--- config.mk ---
export PLATFORM = sky130hd
export DESIGN_NAME = elevator_car_controller_core
export DESIGN_NICKNAME = d
export VERILOG_FILES = /design/src/ecc_pkg.sv /design/src/ecc_regs.sv /design/src/ecc_ctrl.sv /design/src/ecc_dpath.sv /design/src/elevator_car_controller_core.sv
export SDC_FILE = /design/constraint.sdc
export NUM_CORES = 1
export LEC_CHECK = 0
export ABC_AREA = 1
export BUFFER_PORTS_ARGS = -buffer_cell sky130_fd_sc_hd__buf_2
export CAP_MARGIN = 20
export CORE_MARGIN = 5
export CORE_UTILIZATION = 45
export DETAILED_ROUTE_END_ITERATION = 10
export PLACE_DENSITY = 0.7
export SYNTH_ARGS = -nofsm -noshare
export SYNTH_HDL_FRONTEND = slang
export SYNTH_SLANG_ARGS = --single-unit
--- constraint.sdc ---
create_clock -name aclk -period 4.9 [get_ports aclk]
set_clock_uncertainty 0.15 [all_clocks]
set_input_delay 0.49 -clock aclk [delete_from_list [all_inputs] [get_ports aclk]]
set_output_delay 0.49 -clock aclk [all_outputs]
set_load 0.02 [all_outputs]
--- src/ecc_pkg.sv ---
// ----------------------------------------------------------------------------
// ecc_pkg: shared types and constants of the elevator car controller
// Mode codes, register map, datapath command codes and the command and
// status structures that join the controller and the datapath.
// ----------------------------------------------------------------------------
`default_nettype none

package ecc_pkg;

    // Floor count default for the top level
    localparam int FLOORS_DEFAULT = 8;

    // Fixed field widths
    localparam int FLOOR_W = 3;
    localparam int MODE_W  = 3;
    localparam int DIR_W   = 2;
    localparam int DUTY_W  = 7;
    localparam int COUNT_W = 8;
    localparam int MASK_W  = 8;

    // Configuration port
    localparam int ADDR_W = 4;
    localparam int DATA_W = 32;

    // Register indexes (byte address 4 * index)
    localparam logic [1:0] REG_DUTY_FULL  = 2'd0;
    localparam logic [1:0] REG_DUTY_SLOW  = 2'd1;
    localparam logic [1:0] REG_DUTY_STOP  = 2'd2;
    localparam logic [1:0] REG_DOOR_TICKS = 2'd3;

    // Register reset values
    localparam logic [DUTY_W-1:0]  DUTY_FULL_RESET  = 7'd100;
    localparam logic [DUTY_W-1:0]  DUTY_SLOW_RESET  = 7'd50;
    localparam logic [DUTY_W-1:0]  DUTY_STOP_RESET  = 7'd0;
    localparam logic [COUNT_W-1:0] DOOR_TICKS_RESET = 8'd6;

    // Door counter saturation value
    localparam logic [COUNT_W-1:0] COUNT_MAX = 8'hFF;

    // Car modes
    localparam logic [MODE_W-1:0] MODE_IDLE  = 3'd0;
    localparam logic [MODE_W-1:0] MODE_UP    = 3'd1;
    localparam logic [MODE_W-1:0] MODE_DOWN  = 3'd2;
    localparam logic [MODE_W-1:0] MODE_DOORS = 3'd3;
    localparam logic [MODE_W-1:0] MODE_EMERG = 3'd4;

    // Travel directions
    localparam logic [DIR_W-1:0] DIR_NONE = 2'd0;
    localparam logic [DIR_W-1:0] DIR_UP   = 2'd1;
    localparam logic [DIR_W-1:0] DIR_DN   = 2'd2;

    // Duty selection
    localparam logic [1:0] DUTY_SEL_STOP = 2'd0;
    localparam logic [1:0] DUTY_SEL_SLOW = 2'd1;
    localparam logic [1:0] DUTY_SEL_FULL = 2'd2;

    // Destination update
    localparam logic [1:0] DEST_HOLD = 2'd0;
    localparam logic [1:0] DEST_UP   = 2'd1;
    localparam logic [1:0] DEST_DOWN = 2'd2;

    // Request vector update
    localparam logic [1:0] REQ_KEEP      = 2'd0;
    localparam logic [1:0] REQ_CLEAR_ALL = 2'd1;
    localparam logic [1:0] REQ_CLEAR_CAR = 2'd2;

    // Door flag update
    localparam logic [1:0] DOOR_HOLD  = 2'd0;
    localparam logic [1:0] DOOR_SET   = 2'd1;
    localparam logic [1:0] DOOR_CLOSE = 2'd2;

    // Door counter update
    localparam logic [1:0] CNT_HOLD  = 2'd0;
    localparam logic [1:0] CNT_CLEAR = 2'd1;
    localparam logic [1:0] CNT_COUNT = 2'd2;

    // Configuration register set
    typedef struct packed {
        logic [DUTY_W-1:0]  duty_full;
        logic [DUTY_W-1:0]  duty_slow;
        logic [DUTY_W-1:0]  duty_stop;
        logic [COUNT_W-1:0] door_ticks;
    } cfg_t;

    // Controller to datapath commands for one step
    typedef struct packed {
        logic [1:0]       duty_sel;
        logic             dir_load;
        logic [DIR_W-1:0] dir_val;
        logic [1:0]       dest_op;
        logic [1:0]       req_op;
        logic [1:0]       door_op;
        logic [1:0]       cnt_op;
        logic             tick_clr;
    } cmd_t;

    // Datapath to controller status, after the step's events are latched
    typedef struct packed {
        logic estop;
        logic found_up;
        logic found_down;
        logic near_up;
        logic near_down;
        logic at_target;
        logic door_done;
    } status_t;

endpackage

`default_nettype wire

--- src/ecc_regs.sv ---
// ----------------------------------------------------------------------------
// ecc_regs: configuration register file
// Four duty and door-timing registers on an APB-style port, zero wait states.
// ----------------------------------------------------------------------------
`default_nettype none

module ecc_regs (
    input  wire logic                        aclk,
    input  wire logic                        aresetn,
    input  wire logic                        psel,
    input  wire logic                        penable,
    input  wire logic                        pwrite,
    input  wire logic [ecc_pkg::ADDR_W-1:0]  paddr,
    input  wire logic [ecc_pkg::DATA_W-1:0]  pwdata,
    output logic      [ecc_pkg::DATA_W-1:0]  prdata,
    output logic                             pready,
    output ecc_pkg::cfg_t                    cfg
);

    ecc_pkg::cfg_t cfg_reg;
    ecc_pkg::cfg_t cfg_next;
    logic          wr_en;
    logic [1:0]    reg_idx;

    assign pready  = 1'b1;
    assign wr_en   = psel & penable & pwrite;
    assign reg_idx = paddr[3:2];

    // Decode the write request
    always_comb begin
        cfg_next = cfg_reg;
        if (wr_en) begin
            unique case (reg_idx)
                ecc_pkg::REG_DUTY_FULL:  cfg_next.duty_full  = pwdata[ecc_pkg::DUTY_W-1:0];
                ecc_pkg::REG_DUTY_SLOW:  cfg_next.duty_slow  = pwdata[ecc_pkg::DUTY_W-1:0];
                ecc_pkg::REG_DUTY_STOP:  cfg_next.duty_stop  = pwdata[ecc_pkg::DUTY_W-1:0];
                ecc_pkg::REG_DOOR_TICKS: cfg_next.door_ticks = pwdata[ecc_pkg::COUNT_W-1:0];
                default:                 cfg_next = cfg_reg;
            endcase
        end
    end

    always_ff @(posedge aclk) begin
        if (!aresetn) begin
            cfg_reg.duty_full  <= ecc_pkg::DUTY_FULL_RESET;
            cfg_reg.duty_slow  <= ecc_pkg::DUTY_SLOW_RESET;
            cfg_reg.duty_stop  <= ecc_pkg::DUTY_STOP_RESET;
            cfg_reg.door_ticks <= ecc_pkg::DOOR_TICKS_RESET;
        end else begin
            cfg_reg <= cfg_next;
        end
    end

    // Return the addressed register
    always_comb begin
        unique case (reg_idx)
            ecc_pkg::REG_DUTY_FULL:  prdata = ecc_pkg::DATA_W'(cfg_reg.duty_full);
            ecc_pkg::REG_DUTY_SLOW:  prdata = ecc_pkg::DATA_W'(cfg_reg.duty_slow);
            ecc_pkg::REG_DUTY_STOP:  prdata = ecc_pkg::DATA_W'(cfg_reg.duty_stop);
            ecc_pkg::REG_DOOR_TICKS: prdata = ecc_pkg::DATA_W'(cfg_reg.door_ticks);
            default:                 prdata = '0;
        endcase
    end

    assign cfg = cfg_reg;

endmodule

`default_nettype wire

--- src/ecc_ctrl.sv ---
// ----------------------------------------------------------------------------
// ecc_ctrl: car mode state machine
// Holds the car mode and issues the datapath commands for each update step.
// ----------------------------------------------------------------------------
`default_nettype none

module ecc_ctrl (
    input  wire logic                       aclk,
    input  wire logic                       aresetn,
    input  wire logic                       step,
    input  wire ecc_pkg::status_t           status,
    output ecc_pkg::cmd_t                   cmd,
    output logic      [ecc_pkg::MODE_W-1:0] mode
);

    logic [ecc_pkg::MODE_W-1:0] mode_reg;
    logic [ecc_pkg::MODE_W-1:0] mode_next;
    logic [ecc_pkg::MODE_W-1:0] mode_step;

    // Work out the commands and next mode for this step
    always_comb begin
        mode_step     = mode_reg;
        cmd.duty_sel  = ecc_pkg::DUTY_SEL_STOP;
        cmd.dir_load  = 1'b0;
        cmd.dir_val   = ecc_pkg::DIR_NONE;
        cmd.dest_op   = ecc_pkg::DEST_HOLD;
        cmd.req_op    = ecc_pkg::REQ_KEEP;
        cmd.door_op   = ecc_pkg::DOOR_HOLD;
        cmd.cnt_op    = ecc_pkg::CNT_HOLD;
        cmd.tick_clr  = 1'b0;
        if (status.estop) begin
            // Emergency latch overrides every mode
            mode_step    = ecc_pkg::MODE_EMERG;
            cmd.dir_load = 1'b1;
            cmd.door_op  = ecc_pkg::DOOR_CLOSE;
            cmd.cnt_op   = ecc_pkg::CNT_CLEAR;
            cmd.req_op   = ecc_pkg::REQ_CLEAR_ALL;
        end else begin
            unique case (mode_reg)
                ecc_pkg::MODE_IDLE: begin
                    cmd.dir_load = 1'b1;
                    if (status.found_up) begin
                        mode_step    = ecc_pkg::MODE_UP;
                        cmd.dir_val  = ecc_pkg::DIR_UP;
                        cmd.dest_op  = ecc_pkg::DEST_UP;
                        cmd.duty_sel = ecc_pkg::DUTY_SEL_FULL;
                    end else if (status.found_down) begin
                        mode_step    = ecc_pkg::MODE_DOWN;
                        cmd.dir_val  = ecc_pkg::DIR_DN;
                        cmd.dest_op  = ecc_pkg::DEST_DOWN;
                        cmd.duty_sel = ecc_pkg::DUTY_SEL_FULL;
                    end
                end
                ecc_pkg::MODE_UP, ecc_pkg::MODE_DOWN: begin
                    if ((mode_reg == ecc_pkg::MODE_UP) ? status.near_up : status.near_down) begin
                        cmd.duty_sel = ecc_pkg::DUTY_SEL_SLOW;
                    end else begin
                        cmd.duty_sel = ecc_pkg::DUTY_SEL_FULL;
                    end
                    // Stop at the target and open the doors
                    if (status.at_target) begin
                        mode_step    = ecc_pkg::MODE_DOORS;
                        cmd.duty_sel = ecc_pkg::DUTY_SEL_STOP;
                        cmd.req_op   = ecc_pkg::REQ_CLEAR_CAR;
                        cmd.door_op  = ecc_pkg::DOOR_SET;
                        cmd.cnt_op   = ecc_pkg::CNT_CLEAR;
                    end
                end
                ecc_pkg::MODE_DOORS: begin
                    cmd.tick_clr = 1'b1;
                    cmd.cnt_op   = ecc_pkg::CNT_COUNT;
                    if (status.door_done) begin
                        mode_step    = ecc_pkg::MODE_IDLE;
                        cmd.door_op  = ecc_pkg::DOOR_CLOSE;
                        cmd.dir_load = 1'b1;
                        cmd.cnt_op   = ecc_pkg::CNT_CLEAR;
                    end
                end
                ecc_pkg::MODE_EMERG: begin
                    mode_step = ecc_pkg::MODE_EMERG;
                end
                default: begin
                    // Unused code: drop back to idle
                    mode_step = ecc_pkg::MODE_IDLE;
                end
            endcase
        end
    end

    assign mode_next = step ? mode_step : mode_reg;

    always_ff @(posedge aclk) begin
        if (!aresetn) begin
            mode_reg <= ecc_pkg::MODE_IDLE;
        end else begin
            mode_reg <= mode_next;
        end
    end

    assign mode = mode_reg;

endmodule

`default_nettype wire

--- src/ecc_dpath.sv ---
// ----------------------------------------------------------------------------
// ecc_dpath: car datapath
// Latches the step's events, searches the request vector and holds position,
// destination, direction, duty, door flag, door counter and requests.
// ----------------------------------------------------------------------------
`default_nettype none

module ecc_dpath #(
    parameter int FLOORS = ecc_pkg::FLOORS_DEFAULT
) (
    input  wire logic                          aclk,
    input  wire logic                          aresetn,
    input  wire logic                          step,
    input  wire logic                          sensor_valid,
    input  wire logic [ecc_pkg::FLOOR_W-1:0]   sensor_floor,
    input  wire logic                          call_valid,
    input  wire logic [ecc_pkg::FLOOR_W-1:0]   call_floor,
    input  wire logic                          estop,
    input  wire logic                          half_second_tick,
    input  wire ecc_pkg::cfg_t                 cfg,
    input  wire ecc_pkg::cmd_t                 cmd,
    output ecc_pkg::status_t                   status,
    output logic      [ecc_pkg::DIR_W-1:0]     direction,
    output logic      [ecc_pkg::DUTY_W-1:0]    duty,
    output logic                               doors_open,
    output logic      [ecc_pkg::FLOOR_W-1:0]   target_floor,
    output logic      [ecc_pkg::FLOOR_W-1:0]   cabin_floor,
    output logic      [ecc_pkg::MASK_W-1:0]    pending_mask
);

    // Only floors the 3-bit call field can name ever hold a request
    localparam int REQ_W = (FLOORS < (1 << ecc_pkg::FLOOR_W)) ? FLOORS
                                                               : (1 << ecc_pkg::FLOOR_W);

    logic [ecc_pkg::FLOOR_W-1:0] pos_reg,   pos_next,   pos_now;
    logic [ecc_pkg::FLOOR_W-1:0] dest_reg,  dest_next;
    logic [ecc_pkg::DIR_W-1:0]   dir_reg,   dir_next;
    logic [ecc_pkg::DUTY_W-1:0]  duty_reg,  duty_next;
    logic                        door_reg,  door_next;
    logic                        estop_reg, estop_next;
    logic                        tick_reg,  tick_next;
    logic [ecc_pkg::COUNT_W-1:0] cnt_reg,   cnt_next,   cnt_now;
    logic [REQ_W-1:0]            req_reg,   req_next,   req_now;
    logic [REQ_W-1:0]            call_bit,  car_bit;
    logic [ecc_pkg::FLOOR_W-1:0] up_floor,  down_floor;
    logic                        found_up,  found_down;

    // Latch the step's sensor report and floor call
    assign pos_now = (sensor_valid && (32'(sensor_floor) < FLOORS)) ? sensor_floor : pos_reg;

    always_comb begin
        for (int i = 0; i < REQ_W; i++) begin
            call_bit[i] = call_valid && (call_floor == ecc_pkg::FLOOR_W'(i));
            car_bit[i]  = (pos_now == ecc_pkg::FLOOR_W'(i));
        end
    end

    assign req_now = req_reg | call_bit;

    // Nearest request above the car, nearest request below the car
    always_comb begin
        found_up   = 1'b0;
        found_down = 1'b0;
        up_floor   = '0;
        down_floor = '0;
        for (int i = REQ_W - 1; i >= 0; i--) begin
            if (req_now[i] && (ecc_pkg::FLOOR_W'(i) > pos_now)) begin
                found_up = 1'b1;
                up_floor = ecc_pkg::FLOOR_W'(i);
            end
        end
        for (int i = 0; i < REQ_W; i++) begin
            if (req_now[i] && (ecc_pkg::FLOOR_W'(i) < pos_now)) begin
                found_down = 1'b1;
                down_floor = ecc_pkg::FLOOR_W'(i);
            end
        end
    end

    // Count a pending tick, saturating
    always_comb begin
        cnt_now = cnt_reg;
        if (tick_reg || half_second_tick) begin
            if (cnt_reg != ecc_pkg::COUNT_MAX) begin
                cnt_now = cnt_reg + 1'b1;
            end
        end
    end

    // Status seen by the controller
    assign status.estop      = estop_reg | estop;
    assign status.found_up   = found_up;
    assign status.found_down = found_down;
    assign status.near_up    = ({1'b0, dest_reg} == ({1'b0, pos_now} + 1'b1));
    assign status.near_down  = ({1'b0, pos_now} == ({1'b0, dest_reg} + 1'b1));
    assign status.at_target  = (pos_now == dest_reg);
    assign status.door_done  = (cnt_now >= cfg.door_ticks);

    // Apply the controller's commands on a step
    always_comb begin
        pos_next   = pos_reg;
        dest_next  = dest_reg;
        dir_next   = dir_reg;
        duty_next  = duty_reg;
        door_next  = door_reg;
        estop_next = estop_reg;
        tick_next  = tick_reg;
        cnt_next   = cnt_reg;
        req_next   = req_reg;
        if (step) begin
            pos_next   = pos_now;
            estop_next = estop_reg | estop;
            tick_next  = (tick_reg | half_second_tick) & ~cmd.tick_clr;

            unique case (cmd.duty_sel)
                ecc_pkg::DUTY_SEL_SLOW: duty_next = cfg.duty_slow;
                ecc_pkg::DUTY_SEL_FULL: duty_next = cfg.duty_full;
                default:                duty_next = cfg.duty_stop;
            endcase

            if (cmd.dir_load) begin
                dir_next = cmd.dir_val;
            end

            unique case (cmd.dest_op)
                ecc_pkg::DEST_UP:   dest_next = up_floor;
                ecc_pkg::DEST_DOWN: dest_next = down_floor;
                default:            dest_next = dest_reg;
            endcase

            unique case (cmd.req_op)
                ecc_pkg::REQ_CLEAR_ALL: req_next = '0;
                ecc_pkg::REQ_CLEAR_CAR: req_next = req_now & ~car_bit;
                default:                req_next = req_now;
            endcase

            unique case (cmd.door_op)
                ecc_pkg::DOOR_SET:   door_next = 1'b1;
                ecc_pkg::DOOR_CLOSE: door_next = 1'b0;
                default:             door_next = door_reg;
            endcase

            unique case (cmd.cnt_op)
                ecc_pkg::CNT_CLEAR: cnt_next = '0;
                ecc_pkg::CNT_COUNT: cnt_next = cnt_now;
                default:            cnt_next = cnt_reg;
            endcase
        end
    end

    always_ff @(posedge aclk) begin
        if (!aresetn) begin
            pos_reg   <= '0;
            dest_reg  <= '0;
            dir_reg   <= ecc_pkg::DIR_NONE;
            duty_reg  <= '0;
            door_reg  <= 1'b0;
            estop_reg <= 1'b0;
            tick_reg  <= 1'b0;
            cnt_reg   <= '0;
            req_reg   <= '0;
        end else begin
            pos_reg   <= pos_next;
            dest_reg  <= dest_next;
            dir_reg   <= dir_next;
            duty_reg  <= duty_next;
            door_reg  <= door_next;
            estop_reg <= estop_next;
            tick_reg  <= tick_next;
            cnt_reg   <= cnt_next;
            req_reg   <= req_next;
        end
    end

    assign direction    = dir_reg;
    assign duty         = duty_reg;
    assign doors_open   = door_reg;
    assign target_floor = dest_reg;
    assign cabin_floor  = pos_reg;
    assign pending_mask = ecc_pkg::MASK_W'(req_reg);

endmodule

`default_nettype wire

--- src/elevator_car_controller_core.sv ---
// ----------------------------------------------------------------------------
// elevator_car_controller_core: elevator car controller
// Each input request is one update step: its sensor, call, emergency stop
// and tick events are latched, then the mode machine runs once and one
// result request carries the car state after the step.
//
// Input channel s_*: valid/ready; one request per update step.
// Result channel m_*: valid/ready; exactly one result per input request,
//   shown from the cycle after the input is accepted.
// Throughput: one step per cycle unless the receiver stalls. The whole step is
//   the mode machine and a search over at most eight request bits.
// A new input is taken while the previous result is being taken; while the
//   receiver stalls, the result holds and s_ready stays low.
// Configuration: APB-style port, registers duty_full, duty_slow, duty_stop,
//   door_ticks at byte addresses 0, 4, 8, 12; zero wait states.
// Reset (aresetn low, synchronous): car idle at floor 0, no requests,
//   emergency latch clear, registers at their reset values, no result held.
// The emergency latch is cleared only by reset.
// ----------------------------------------------------------------------------
`default_nettype none

module elevator_car_controller_core #(
    parameter int FLOORS = ecc_pkg::FLOORS_DEFAULT
) (
    input  wire logic                         aclk,
    input  wire logic                         aresetn,
    // Configuration port
    input  wire logic                         psel,
    input  wire logic                         penable,
    input  wire logic                         pwrite,
    input  wire logic [ecc_pkg::ADDR_W-1:0]   paddr,
    input  wire logic [ecc_pkg::DATA_W-1:0]   pwdata,
    output logic      [ecc_pkg::DATA_W-1:0]   prdata,
    output logic                              pready,
    // Input channel
    input  wire logic                         s_valid,
    output logic                              s_ready,
    input  wire logic                         s_sensor_valid,
    input  wire logic [ecc_pkg::FLOOR_W-1:0]  s_sensor_floor,
    input  wire logic                         s_call_valid,
    input  wire logic [ecc_pkg::FLOOR_W-1:0]  s_call_floor,
    input  wire logic                         s_estop,
    input  wire logic                         s_half_second_tick,
    // Result channel
    output logic                              m_valid,
    input  wire logic                         m_ready,
    output logic      [ecc_pkg::MODE_W-1:0]   m_mode,
    output logic      [ecc_pkg::DIR_W-1:0]    m_direction,
    output logic      [ecc_pkg::DUTY_W-1:0]   m_duty,
    output logic                              m_doors_open,
    output logic      [ecc_pkg::FLOOR_W-1:0]  m_target_floor,
    output logic      [ecc_pkg::FLOOR_W-1:0]  m_cabin_floor,
    output logic      [ecc_pkg::MASK_W-1:0]   m_pending_mask
);

    ecc_pkg::cfg_t    cfg;
    ecc_pkg::cmd_t    cmd;
    ecc_pkg::status_t status;
    logic             step;
    logic             m_valid_reg;
    logic             m_valid_next;

    // Take a request when the result slot is free or being emptied
    assign s_ready = !m_valid_reg || m_ready;
    assign step    = s_valid && s_ready;

    // Hold the result until taken
    always_comb begin
        m_valid_next = m_valid_reg;
        if (step) begin
            m_valid_next = 1'b1;
        end else if (m_ready) begin
            m_valid_next = 1'b0;
        end
    end

    always_ff @(posedge aclk) begin
        if (!aresetn) begin
            m_valid_reg <= 1'b0;
        end else begin
            m_valid_reg <= m_valid_next;
        end
    end

    assign m_valid = m_valid_reg;

    ecc_regs u_regs (
        .aclk    (aclk),
        .aresetn (aresetn),
        .psel    (psel),
        .penable (penable),
        .pwrite  (pwrite),
        .paddr   (paddr),
        .pwdata  (pwdata),
        .prdata  (prdata),
        .pready  (pready),
        .cfg     (cfg)
    );

    ecc_ctrl u_ctrl (
        .aclk    (aclk),
        .aresetn (aresetn),
        .step    (step),
        .status  (status),
        .cmd     (cmd),
        .mode    (m_mode)
    );

    ecc_dpath #(
        .FLOORS (FLOORS)
    ) u_dpath (
        .aclk             (aclk),
        .aresetn          (aresetn),
        .step             (step),
        .sensor_valid     (s_sensor_valid),
        .sensor_floor     (s_sensor_floor),
        .call_valid       (s_call_valid),
        .call_floor       (s_call_floor),
        .estop            (s_estop),
        .half_second_tick (s_half_second_tick),
        .cfg              (cfg),
        .cmd              (cmd),
        .status           (status),
        .direction        (m_direction),
        .duty             (m_duty),
        .doors_open       (m_doors_open),
        .target_floor     (m_target_floor),
        .cabin_floor      (m_cabin_floor),
        .pending_mask     (m_pending_mask)
    );

    // An emergency stop puts the car in emergency mode at once
    a_estop_mode: assert property (@(posedge aclk) disable iff (!aresetn)
        (step && s_estop) |=> (m_mode == ecc_pkg::MODE_EMERG))
        else $error("emergency stop did not force emergency mode");

    // Doors are open exactly in the doors-open mode
    a_doors_mode: assert property (@(posedge aclk) disable iff (!aresetn)
        m_doors_open == (m_mode == ecc_pkg::MODE_DOORS))
        else $error("door flag disagrees with car mode");

    // Emergency mode holds no requests and no direction
    a_emerg_clear: assert property (@(posedge aclk) disable iff (!aresetn)
        (m_mode == ecc_pkg::MODE_EMERG) |->
            ((m_pending_mask == '0) && (m_direction == ecc_pkg::DIR_NONE)))
        else $error("requests or direction left in emergency mode");

    // A step outside emergency while moving up keeps the mode or opens the doors
    a_move_next: assert property (@(posedge aclk) disable iff (!aresetn)
        (step && !s_estop && (m_mode == ecc_pkg::MODE_UP)) |=>
            ((m_mode == ecc_pkg::MODE_UP) || (m_mode == ecc_pkg::MODE_DOORS) ||
             (m_mode == ecc_pkg::MODE_EMERG)))
        else $error("illegal mode change while moving up");

endmodule

`default_nettype wire
# Word-level counts from Yosys, hierarchy flattened
# Cells that the tools add are included.
# word_totals
register_bits	67
elab_cells	197
inputBits	53
out_inout_bits	62
# classes
add_sub_neg	3
order_cmp	17
bitwise	9
muxes	69
n_eq_ne	38
n_reduce_logical	46
# op_table
operator	n
one-hot mux 32 bit (4 select lines)	1
2-to-1 mux 3 bit	18
one-hot mux 8 bit (2 select lines)	2
equality test 3 bit, second input constant	9
logical AND 1 bit	25
2-to-1 mux 1 bit	24
2-to-1 mux 4 bit	5
equality test 3 x 2 -> 1 bit, second input constant	6
2-to-1 mux 2 bit	8
2-to-1 mux 8 bit	2
AND reduction 2 bit	8
equality test 2 bit, second input constant	7
one-hot mux 7 bit (2 select lines)	1
equality test 2 x 1 -> 1 bit, second input constant	6
> comparator 3 bit, first input constant	4
less-than comparator 3 bit, first input constant	4
2-to-1 mux 6 bit	2
one-hot mux 3 bit (4 select lines)	1
equality test 3 x 1 -> 1 bit, second input constant	3
logical NOT 3 bit	3
adder 3 x 1 -> 4 bit, second input constant	2
adder 8 x 1 -> 8 bit, second input constant	1
bitwise AND 8 bit	1
equality test 3 x 4 -> 1 bit	2
other kinds (24)	37

# Logic depth before layout (Yosys ltp)
# depth
word_depth	19
depth_mapped	22
depth_no_buf	21

# By module
# A second synthesis with hierarchy kept.
# hier_totals
cells_unflattened	705
hier_area_um2	4613.2
# by_module_without_submodules
mod	cells_each	seq_area_each_um2	instances	area_per_inst_um2
ecc_dpath	391	680.7	1	2558.7
ecc_regs	239	580.6	1	1620.3
ecc_ctrl	68	60.1	1	382.9
elevator_car_controller_core	7	20.0	1	51.3

# Worst setup path before layout
# OpenSTA, ideal clock, no wires.
# synth_timing
path_kind	reg2reg
start	register u_dpath.cnt_reg[0] (netlist name)
end	register u_dpath.cnt_reg[7] (netlist name)
synth_period_minus_slack_ps	3724
required_time_ps	4680
arrival_time_ps	3503
n_path_buf	1
setup_slack_ps	1176
path_stages_with_launch	21
setup_time_ps	70
cell_sequence	dfxtp_1 -> ha_1 -> and3_1 -> nand2_1 -> nor3b_2 -> nor2_2 -> nand2_1 -> nor2_1 -> xor2_1 -> ha_1 -> a21oi_1 -> o21a_1 -> nand3_1 -> or2_2 -> inv_1 -> ha_1 -> or2_2 -> clkbuf_1 -> nor2_1 -> nand2_1 -> a21oi_1
# synth_between
elab_chain_len	10
elab_cells_between_ends	13
classes_between	1 x add/sub; 1 x order compare; 3 x eq/ne; 6 x mux; 2 x reduce/logical
# synth_lines
item	line	rtl
start: declaration	ecc_dpath.sv:42	logic [ecc_pkg::COUNT_W-1:0] cnt_reg, cnt_next, cnt_now;
start signal: assignment	ecc_dpath.sv:170	cnt_reg <= cnt_next;
adder 8 x 1 -> 8 bit or != test 8 bit (tied branches)	ecc_dpath.sv:85, ecc_dpath.sv:84	
2-to-1 mux 8 bit	ecc_dpath.sv:84	if (cnt_reg != ecc_pkg::COUNT_MAX) begin
2-to-1 mux 8 bit (*)	ecc_dpath.sv:83	if (tick_reg || half_second_tick) begin
>= comparator 8 bit	ecc_dpath.sv:97	assign status.door_done = (cnt_now >= cfg.door_ticks);
2-to-1 mux 4 bit	ecc_ctrl.sv:72	if (status.door_done) begin
one-hot mux 4 bit (2 select lines)	ecc_ctrl.sv:39	unique case (mode_reg)
2-to-1 mux 6 bit	ecc_ctrl.sv:31	if (status.estop) begin
equality test 2 x 1 -> 1 bit or equality test 2 bit (tied branches)	ecc_dpath.sv:143	unique case (cmd.cnt_op)
nonzero test 2 bit (no source line)	n/a	
AND reduction 2 bit (no source line)	n/a	
# Mark *: on every way between the ends. The rest lies on a longest branch, timed or not.
# A chain may end at the register's enable or synchronous reset.

# Final worst setup path
# Ends and elaborated chain as after synthesis.

==> impl_metrics.tcl <==
set metrics [dict create \
    startpoint_type "register" \
    synthTopCellsByArea "dfxtp_1 31%, nand2_1 13%, a21oi_1 6.3%" \
    hold_path.startpoint "pwdata[2]" \
    dpl.hpwl_um 8230 \
    syn_area_mm2 0.00426 \
    finalWorstSetupSlack_ns 0.692 \
    fin_crit_sh_pct 85.9 \
    grt_use_total_pct 18.3 \
    fin_hold_ws_ns 0.259 \
    grt_pass1_vias 3741 \
    drtAntennaViolNets 0 \
    cp_max_fo 9 \
    cp_num_buf_inv 1 \
    slew_viol_final 0 \
    internal_power_uw 850 \
    p_seq_share_pct 44.7 \
    clock_sinks 67 \
    top_layer "met4" \
    dieArea_mm2 0.0115 \
    cts_buffer_depth 2 \
    final_area_mm2 0.00474 \
    status "completed" \
    grt_max_degree 49 \
    fmax_ghz 0.238 \
    setup_violations 0 \
    rsz0062_at_grt "no" \
    fillers 938 \
    met1Wirelength_um 4980 \
    fin_total_pwr_mw 1.30 \
    powerDensity_mw_per_mm2 274 \
    cts_buffers 9 \
    cts_tree "built" \
    p_comb_share_pct 22.5 \
    reg2reg_depth 19 \
    clock_tree.root_cell "clkbuf_8" \
    synth_top_area_share_pct 31.5 \
    drc 0 \
    overflow 0 \
    required_ns 5.03 \
    ys_warn_count 0 \
    drive_above_1_share_pct 17.1 \
    mostFrequentLayoutCell "nand2_1" \
    min_period_ns 4.21 \
    dr.pass1.iters 5 \
    cts-resized-gates 0 \
    dr_wl_met3_um 704 \
    post-route-util_pct 51.3 \
    switching_power_uw 450 \
    leakage_nw 2.27 \
    fin_setup_tns_ns 0 \
    diodes 0 \
    numPortBuffers 63 \
    hold_viol 0 \
    ys_types 42 \
    final_cell_mix "145 x nand2_1, 67 x dfxtp_1, 65 x inv_1" \
    wl_per_cell_um 13.1 \
    dp.cells 798 \
    insertion_delay_ns 0.36 \
    dp_slack_ns 0.709 \
    dr_wl_met2_um 4790 \
    die-width_um 107 \
    tightest_slew_ns 0.789 \
    start_util_pct 46.1 \
    hold_class "in2reg" \
    htree_levels 3 \
    crit_chain "ha_1 -> and3_1 -> nand2_1 -> nor3b_2 -> nor2_2 -> nand2_1 -> nor2_1 -> xor2_1 -> ha_1 -> a21oi_1 -> o21a_1 -> nand3_1 -> or2_2 -> inv_1 -> ha_1 -> or2_2 -> nor2_1 -> nand2_1 -> a21oi_1" \
    routed_wl_um 10700 \
    areaGrowthSynthToFinish_pct 11.3 \
    largest_reg_flops 29 \
    yosysTopAreaCell "dfxtp_1" \
    worst_path_max_delay_cell "nor2_1" \
    antenna_found_initial 0 \
    place_area_mm2 0.00456 \
    ioPinCount 115 \
    crit_type "reg2reg" \
    core-area_mm2 0.00924 \
    grt_pass1_wl_um 17200 \
    cp_top_family "simple AND/OR/NAND/NOR gates" \
    nets 752 \
    r2r_slack_ns 0.69 \
    r2r-start "u_dpath.cnt_reg[0]" \
    peakVddDrop_uv 145 \
    whs_endpoint "u_regs.cfg[24]" \
    p_sw_share_pct 34.6 \
    post_cts_buffers 0 \
    fp-row-count 35 \
    holdBufCountCts 0 \
    cap_viol_max_count 0 \
    pwr-share-clk_pct 32.7 \
    synth-seq-cells 67 \
    syn_inst 622 \
    die_h_um 107 \
    seq_area_frac_synth_pct 31.5 \
    viasPerCell 5.00 \
    drtIter0Drc 149 \
    syn_avg_cell_area_um2 6.85 \
    cp-end-kind "register" \
    critPathMaxStageDelay_ns 0.42 \
    crit_arrival_ns 4.33 \
    rr_endpoint "u_dpath.cnt_reg[7]" \
    clkTransAtPathRegs_ns 0.08 \
    routabilityCongestion 0.902 \
    whs_path_depth 3 \
    num_vias 4069 \
    final_cells 814 \
    max-slew-margin-rel_pct 47.3 \
]
worst min-delay path, delay by kind of cell:
kind                   cells  cell delay (ns)
buffers and inverters      1             0.13
AND/OR/NAND/NOR            2             0.12
cell type report:
cell class,instances,area [um2],area share [%]
Clock inverter,6,41.3,0.871
Tap cell,129,161,3.40
Clock buffer,10,138,2.90
Timing Repair Buffer,63,315,6.65
Multi-Input combinational cell,465,2460,52.0
Inverter,74,282,5.94
Sequential cell,67,1340,28.3
synthesized netlist by cell type, drive strengths merged:
cell / number
or2: 2
buf: 28
or3: 1
o21bai: 7
nor3: 3
nand2: 158
o211ai: 12
a22o: 2
inv: 70
xnor2: 5
nor3b: 1
nand4: 8
o21a: 1
a21oi: 54
o22ai: 5
clkbuf: 11
xor2: 8
a211oi: 1
clkinv: 4
conb: 2
o21ai: 42
nand3b: 1
a31oi: 2
dfxtp: 67
ha: 19
and3: 2
nor2: 68
nand3: 31
o2111ai: 7
worst max path at each step:
stage / startpoint / cells after the start / endpoint / slack (ns)
after floorplan: u_dpath.cnt_reg[0] / 20 / u_dpath.cnt_reg[7] / 1.18
after global placement: u_dpath.cnt_reg[0] / 19 / u_dpath.cnt_reg[6] / 0.83
after detailed placement: u_dpath.cnt_reg[0] / 19 / u_dpath.cnt_reg[7] / 0.71
after CTS: u_dpath.cnt_reg[0] / 19 / u_dpath.cnt_reg[7] / 0.67
after global routing: u_dpath.cnt_reg[0] / 19 / u_dpath.cnt_reg[6] / 0.29
final: u_dpath.cnt_reg[0] / 19 / u_dpath.cnt_reg[7] / 0.69
cell families (layout without fill, tap and decap cells):
kind of cell	after synthesis	count (layout)	share of synthesized area (%)
simple gates	275	275	29.2
compound gates	133	133	18.0
buf+inv	113	153	12.7
flops	67	67	31.5
fa+ha+maj	19	19	5.58
xor+xnor	13	13	2.85
other cells	2	25	0.176
layer usage:
| layer | vias up | GRT usage, % |
|---|---|---|
| met5 | - | 0 |
| met4 | 0 | 6.48 |
| met3 | 17 | 4.26 |
| met2 | 128 | 30.3 |
| met1 | 1815 | 23.4 |
| li1 | 2109 | - |
power by group through the flow:
stage	logic [mW]	registers [mW]	clock network, mW
floorplan	0.219	0.607	0
global placement	0.287	0.593	0
CTS	0.292	0.582	0.432
detailed placement	0.290	0.594	0
finish	0.293	0.582	0.426
global route	0.326	0.585	0.454
(Power assumes the default switching activity.)
